**config.mk**
```make
export PLATFORM = sky130hd
export DESIGN_NAME = dpld_ctrl
export DESIGN_NICKNAME = d
export VERILOG_FILES = /design/src/rtl/core/dual_path_linear_densifier_assert.svh /design/src/rtl/core/dpld_pkg.sv /design/src/rtl/core/dpld_ctrl.sv
export SDC_FILE = /design/constraint.sdc
export NUM_CORES = 1
export LEC_CHECK = 0
export ABC_AREA = 1
export ABC_CLOCK_PERIOD_IN_PS = 1100
export BUFFER_PORTS_ARGS = -buffer_cell sky130_fd_sc_hd__buf_2
export CORE_AREA = 2 2 40 42
export CTS_CLUSTER_SIZE = 40
export DETAILED_ROUTE_END_ITERATION = 10
export DIE_AREA = 0 0 42 44
export PLACE_DENSITY = 0.69
export SYNTH_ARGS = -nofsm -noshare
export SYNTH_HDL_FRONTEND = slang
export SYNTH_SLANG_ARGS = --single-unit
```
**constraint.sdc**
```tcl
create_clock -name clk -period 1.1 [get_ports clk]
set_input_delay 0.165 -clock clk [delete_from_list [all_inputs] [get_ports clk]]
set_output_delay 0.165 -clock clk [all_outputs]
set_load 0.1 [all_outputs]
```
**src/rtl/core/dual_path_linear_densifier_assert.svh**
```systemverilog
// assertion macros for the densifier core
// used by the top level only, no other dependencies
`ifndef DUAL_PATH_LINEAR_DENSIFIER_ASSERT_SVH
`define DUAL_PATH_LINEAR_DENSIFIER_ASSERT_SVH

// implication checked on every clock edge outside reset
`define DPLD_ASSERT_IMP(label, clk, rst_n, ante, cons, msg) \
	label: assert property (@(posedge clk) disable iff (!rst_n) (ante) |-> (cons)) \
		else $error(msg);

// next-cycle implication
`define DPLD_ASSERT_NXT(label, clk, rst_n, ante, cons, msg) \
	label: assert property (@(posedge clk) disable iff (!rst_n) (ante) |=> (cons)) \
		else $error(msg);

`endif

```
**src/rtl/core/dpld_pkg.sv**
```systemverilog
// package for the densifier: word types, controller states, command and status structs
// no dependencies
`default_nettype none
package dpld_pkg;
	localparam int unsigned StepReset = 13107;

	typedef struct packed {
		logic signed [31:0] ground_x;
		logic signed [31:0] ground_y;
		logic signed [31:0] ground_z;
		logic signed [31:0] air_x;
		logic signed [31:0] air_y;
		logic signed [31:0] air_z;
		logic [30:0]        tether_len;
		logic [63:0]        ground_rot;
		logic [63:0]        air_rot;
		logic               path_end;
	} in_word_t;

	typedef struct packed {
		logic signed [31:0] out_ground_x;
		logic signed [31:0] out_ground_y;
		logic signed [31:0] out_ground_z;
		logic signed [31:0] out_air_x;
		logic signed [31:0] out_air_y;
		logic signed [31:0] out_air_z;
		logic [30:0]        out_tether_len;
		logic [63:0]        out_ground_rot;
		logic [63:0]        out_air_rot;
		logic               run_last;
	} out_word_t;

	typedef enum logic [3:0] {
		ST_IDLE, ST_SQ, ST_SQRT, ST_DIV, ST_START, ST_POINT, ST_END, ST_COMMIT
	} state_t;

	// which output word the datapath loads into the output register
	typedef enum logic [1:0] {
		SEL_START, SEL_POINT, SEL_END
	} sel_t;

	typedef struct packed {
		logic load_in;    // capture accepted word
		logic sq_start;   // start squared lengths
		logic sqrt_start; // start root
		logic div_start;  // start r = root / step
		logic pt_start;   // start interior point divisions
		logic emit;       // load output register
		sel_t sel;
		logic last;       // run_last of the emitted word
		logic commit;     // move current word into previous
	} cmd_t;

	typedef struct packed {
		logic have_prev;
		logic path_end;
		logic sq_done;
		logic interp;     // longer length exceeds step
		logic sqrt_done;
		logic div_done;
		logic pt_done;
		logic last_point; // point index equals r
	} sts_t;
endpackage
`default_nettype wire

```
**src/rtl/core/dpld_ctrl.sv**
```systemverilog
// controller state machine of the densifier
// depends on dpld_pkg
`default_nettype none
module dpld_ctrl (
	input  wire logic           clk,
	input  wire logic           arst_n,
	input  wire logic           in_valid,
	output logic                in_stall,
	output logic                out_valid,
	input  wire logic           out_stall,
	input  wire dpld_pkg::sts_t sts,
	output dpld_pkg::cmd_t      cmd,
	output logic                busy
);
	dpld_pkg::state_t state_q, state_d;
	logic out_valid_q;

	// output register is free when empty or being taken
	logic out_free;
	assign out_free = !out_valid_q || !out_stall;
	assign out_valid = out_valid_q;

	always_ff @(posedge clk or negedge arst_n) begin
		if (!arst_n) begin
			state_q <= dpld_pkg::ST_IDLE;
			out_valid_q <= 1'b0;
		end else begin
			state_q <= state_d;
			if (cmd.emit) out_valid_q <= 1'b1;
			else if (!out_stall) out_valid_q <= 1'b0;
		end
	end

	always_comb begin
		state_d = state_q;
		cmd = '0;
		cmd.sel = dpld_pkg::SEL_START;
		in_stall = 1'b1;
		busy = 1'b1;
		unique case (state_q)
			dpld_pkg::ST_IDLE: begin
				in_stall = 1'b0;
				busy = out_valid_q || in_valid;
				if (in_valid) begin
					cmd.load_in = 1'b1;
					state_d = dpld_pkg::ST_SQ;
				end
			end
			dpld_pkg::ST_SQ: begin
				if (!sts.have_prev) begin
					state_d = sts.path_end ? dpld_pkg::ST_END : dpld_pkg::ST_COMMIT;
				end else begin
					cmd.sq_start = 1'b1;
					state_d = dpld_pkg::ST_SQRT;
				end
			end
			dpld_pkg::ST_SQRT: begin
				if (sts.sq_done) begin
					if (sts.interp) begin
						cmd.sqrt_start = 1'b1;
					end
					state_d = dpld_pkg::ST_DIV;
				end
			end
			dpld_pkg::ST_DIV: begin
				if (!sts.interp) begin
					state_d = dpld_pkg::ST_START;
				end else if (sts.sqrt_done) begin
					cmd.div_start = 1'b1;
					state_d = dpld_pkg::ST_START;
				end
			end
			dpld_pkg::ST_START: begin
				if ((!sts.interp || sts.div_done) && out_free) begin
					cmd.emit = 1'b1;
					cmd.sel = dpld_pkg::SEL_START;
					cmd.last = !sts.interp && !sts.path_end;
					if (sts.interp) begin
						cmd.pt_start = 1'b1;
						state_d = dpld_pkg::ST_POINT;
					end else begin
						state_d = sts.path_end ? dpld_pkg::ST_END : dpld_pkg::ST_COMMIT;
					end
				end
			end
			dpld_pkg::ST_POINT: begin
				if (sts.pt_done && out_free) begin
					cmd.emit = 1'b1;
					cmd.sel = dpld_pkg::SEL_POINT;
					cmd.last = sts.last_point && !sts.path_end;
					if (sts.last_point) begin
						state_d = sts.path_end ? dpld_pkg::ST_END : dpld_pkg::ST_COMMIT;
					end else begin
						cmd.pt_start = 1'b1;
					end
				end
			end
			dpld_pkg::ST_END: begin
				if (out_free) begin
					cmd.emit = 1'b1;
					cmd.sel = dpld_pkg::SEL_END;
					cmd.last = 1'b1;
					state_d = dpld_pkg::ST_COMMIT;
				end
			end
			dpld_pkg::ST_COMMIT: begin
				cmd.commit = 1'b1;
				state_d = dpld_pkg::ST_IDLE;
			end
			default: state_d = dpld_pkg::ST_IDLE;
		endcase
	end
endmodule
`default_nettype wire

```
==> results.tsv <==
metric	value	unit
CP delay by family, top	simple AND/OR/NAND/NOR gates	
Slew Limit Fails	0	
warning count from the yosys run	0	
Synthesized Nets	112	
first-pass GRT wire length	3.65	mm
reg-to-reg endpoint	state_q[0]$_DFFE_PN0P_	
Via Count	911	
most frequent cells in the layout	nand2_1 (22), buf_4 (22), buf_12 (13)	
Max VDD drop	2.11	mV
Net Sw Frac	0.571	
post-synthesis cell count	100	
num rows	14	
worst setup margin	-0.529	ns
unrepaired setup endpoints after global routing	true	
CTS tree	built	
Worst-Skew Late Latency	0.25	ns
CP arrival	1.46	ns
router iterations before antenna repair	4	
FMAX	0.614	GHz
Crit. Startpoint	state_q[1]$_DFFE_PN0P_	
Power Dens Cells	3490	nW/µm²
Largest stage delay, worst path	0.41	ns
worst-path cell chain	inv_2 > nand2_4 > nor2_4 > nand4_1 > nand3_4 > buf_12	
Top Ports	25	
Vias per Instance	5.33	
Final HPWL DP	1.60	mm
final core occ	0.925	
R2R Setup Slk	-0.44	ns
Initial Utilization	0.367	
FF+latch count, synth	4	
number of buffers and inverters on the critical path	2	
Area Overhead vs Synth	152	%
setup_tns	-6.91	ns
crit-path max FO	4	
crit start category	register	
Final Hold Viols	0	
critical path type	reg -> out	
total chip power	4.58	mW
clock skew	0.00799	ns
# DRC	0	
multi-input logic area	512	µm²
IO Port Bufs	24	
Pint	1.96	mW
library cells used by synthesis	16	
full die area	1850	µm²
Comb power frac	0.871	
Slowest cell on crit path	dfrtp_1	
Final period util	1.48	
data required time of the critical path	0.94	ns
sequential-to-total area share from yosys stat	0.192	
minimum clock period	1.63	ns
failing checks	setup timing	
total grt overflow	0	
die height	44	µm
final wirelength	2.64	mm
min-delay worst type	in -> async	
Mean Syn Cell Area	5.20	µm²
final instance area	1310	µm²
initial antenna violation count	0	
ANT nets after route	0	
final net count	168	
P_leak	0.698	nW
Clock Tree Buf Depth	2	
TritonCTS Sinks	4	
Routed WL per cell	15.4	µm
Synth Cell Area	520	µm²
share of layout cells above drive strength 1	0.639	
vias in the first global route	832	
Global Route Usage Sum	0.269	
worst r2r src	out_valid$_DFFE_PN0P_	
Clk network pwr share	0.048	
routability cong.	0.896	
Slew Limit Headroom	0.854	
CTS H-tree depth	1	
# setup viols final	17	
Core ar.	1420	µm²
clk slew on worst S/H paths	0.05	ns
cts bufs inserted	3	
die width	42	µm
max-capacitance violation count	0	
DRC marker count from the first detailed-route iteration	33	
root buf cell	clkbuf_4	
fillers	55	
Reg area	106	µm²
Placed Area	1130	µm²
Switching Power	2.61	mW
Reg power frac	0.081	
crit path capture type	output port	
pin count of the biggest net entering global routing	6	
number of diodes	0	
Least-Margin Pin Slew	0.218	ns
worst r2r path cells	10	
outcome	complete, but fails checks	
hold slack	0.269	ns
routing by layer:
layer | up-vias | global-route usage | share of wire
met2 | 57 | 0.497 | 0.52
met3 | 22 | 0.0375 | 0.058
li1 | 420 | - | -
met5 | - | 0 | 0
met4 | 0 | 0.161 | 0.060
met1 | 412 | 0.291 | 0.37
worst max path at each step:
| stage | to | slack [ns] | cells after the start |
|---|---|---|---|
| global route | cmd[1] | -0.58 | 6 |
| detailed placement | cmd[1] | -0.32 | 6 |
| finish | cmd[1] | -0.53 | 6 |
| CTS | cmd[1] | -0.48 | 7 |
| floorplan | cmd[9] | -0.85 | 6 |
| global placement | cmd[1] | -0.28 | 6 |
through the flow:
step | worst slack [ns] | instances
after floorplan | -0.850 | 100
after global placement | -0.278 | 159
after detailed placement | -0.323 | 159
after CTS | -0.482 | 166
after global routing | -0.576 | 171
final | -0.529 | 171
area by class of cell:
cell class,count,area share
Inverter,21,0.0686
Tap cell,16,0.0153
Multi-Input combinational cell,73,0.390
Timing Repair Buffer,53,0.425
Clock buffer,4,0.0200
Sequential cell,4,0.0810
power groups by stage:
stage	Sequential, mW	Combinational, mW	Clock, mW
2_1_floorplan	0.442	2.04	0
3_3_place_gp	0.331	3.34	0
3_5_place_dp	0.336	3.39	0
4_1_cts	0.340	3.61	0.215
5_1_grt	0.377	4.19	0.233
6_report	0.370	3.99	0.219
registers in the layout, indices dropped and copies added, names as in the netlist:
register   count
out_valid      1
state_q        3
cell usage after synthesis:
cell type   n  share of area
nand2_1    28           0.20
inv_1      20           0.14
nor2_1     17           0.12
nand3_1    12           0.12
dfrtp_1     4           0.19
nor2_2      4          0.048
nand4_1     3          0.036
a21oi_1     2          0.019
nand2_2     2          0.024
o21ai_0     2          0.019
buf_2       1         0.0096
buf_6       1          0.022
inv_2       1         0.0072
o211ai_1    1          0.014
o22ai_1     1          0.012
or2_2       1          0.012
worst reg2reg max path: cells and delay by family, from the launching register on:
| kind | cells | cell delay (ns) |
|---|---|---|
| AND/OR/NAND/NOR | 7 | 0.65 |
| buffers and inverters | 3 | 0.28 |
| flip-flops | 1 | 0.49 |
cells by family (layout without fill, tap and decap cells):
group	after synthesis	count (layout)	synth area share
buffers and inverters	23	78	0.183
AO/OA/AOI/OAI	6	6	0.0649
AND/OR/NAND/NOR	67	67	0.560
flip-flops	4	4	0.192
what timing repair did:
| item | CTS | global route |
|---|---|---|
| resized for setup | 14 | 13 |
| setup buffers | 2 | 5 |
| hold endpoints to repair | 4 | 0 |
| gates cloned | 0 | 0 |
| hold buffers | 1 | 0 |
| pin swaps | 6 | 8 |
| setup endpoints to repair | 17 | 17 |
Power figures use the tool's default switching activity.
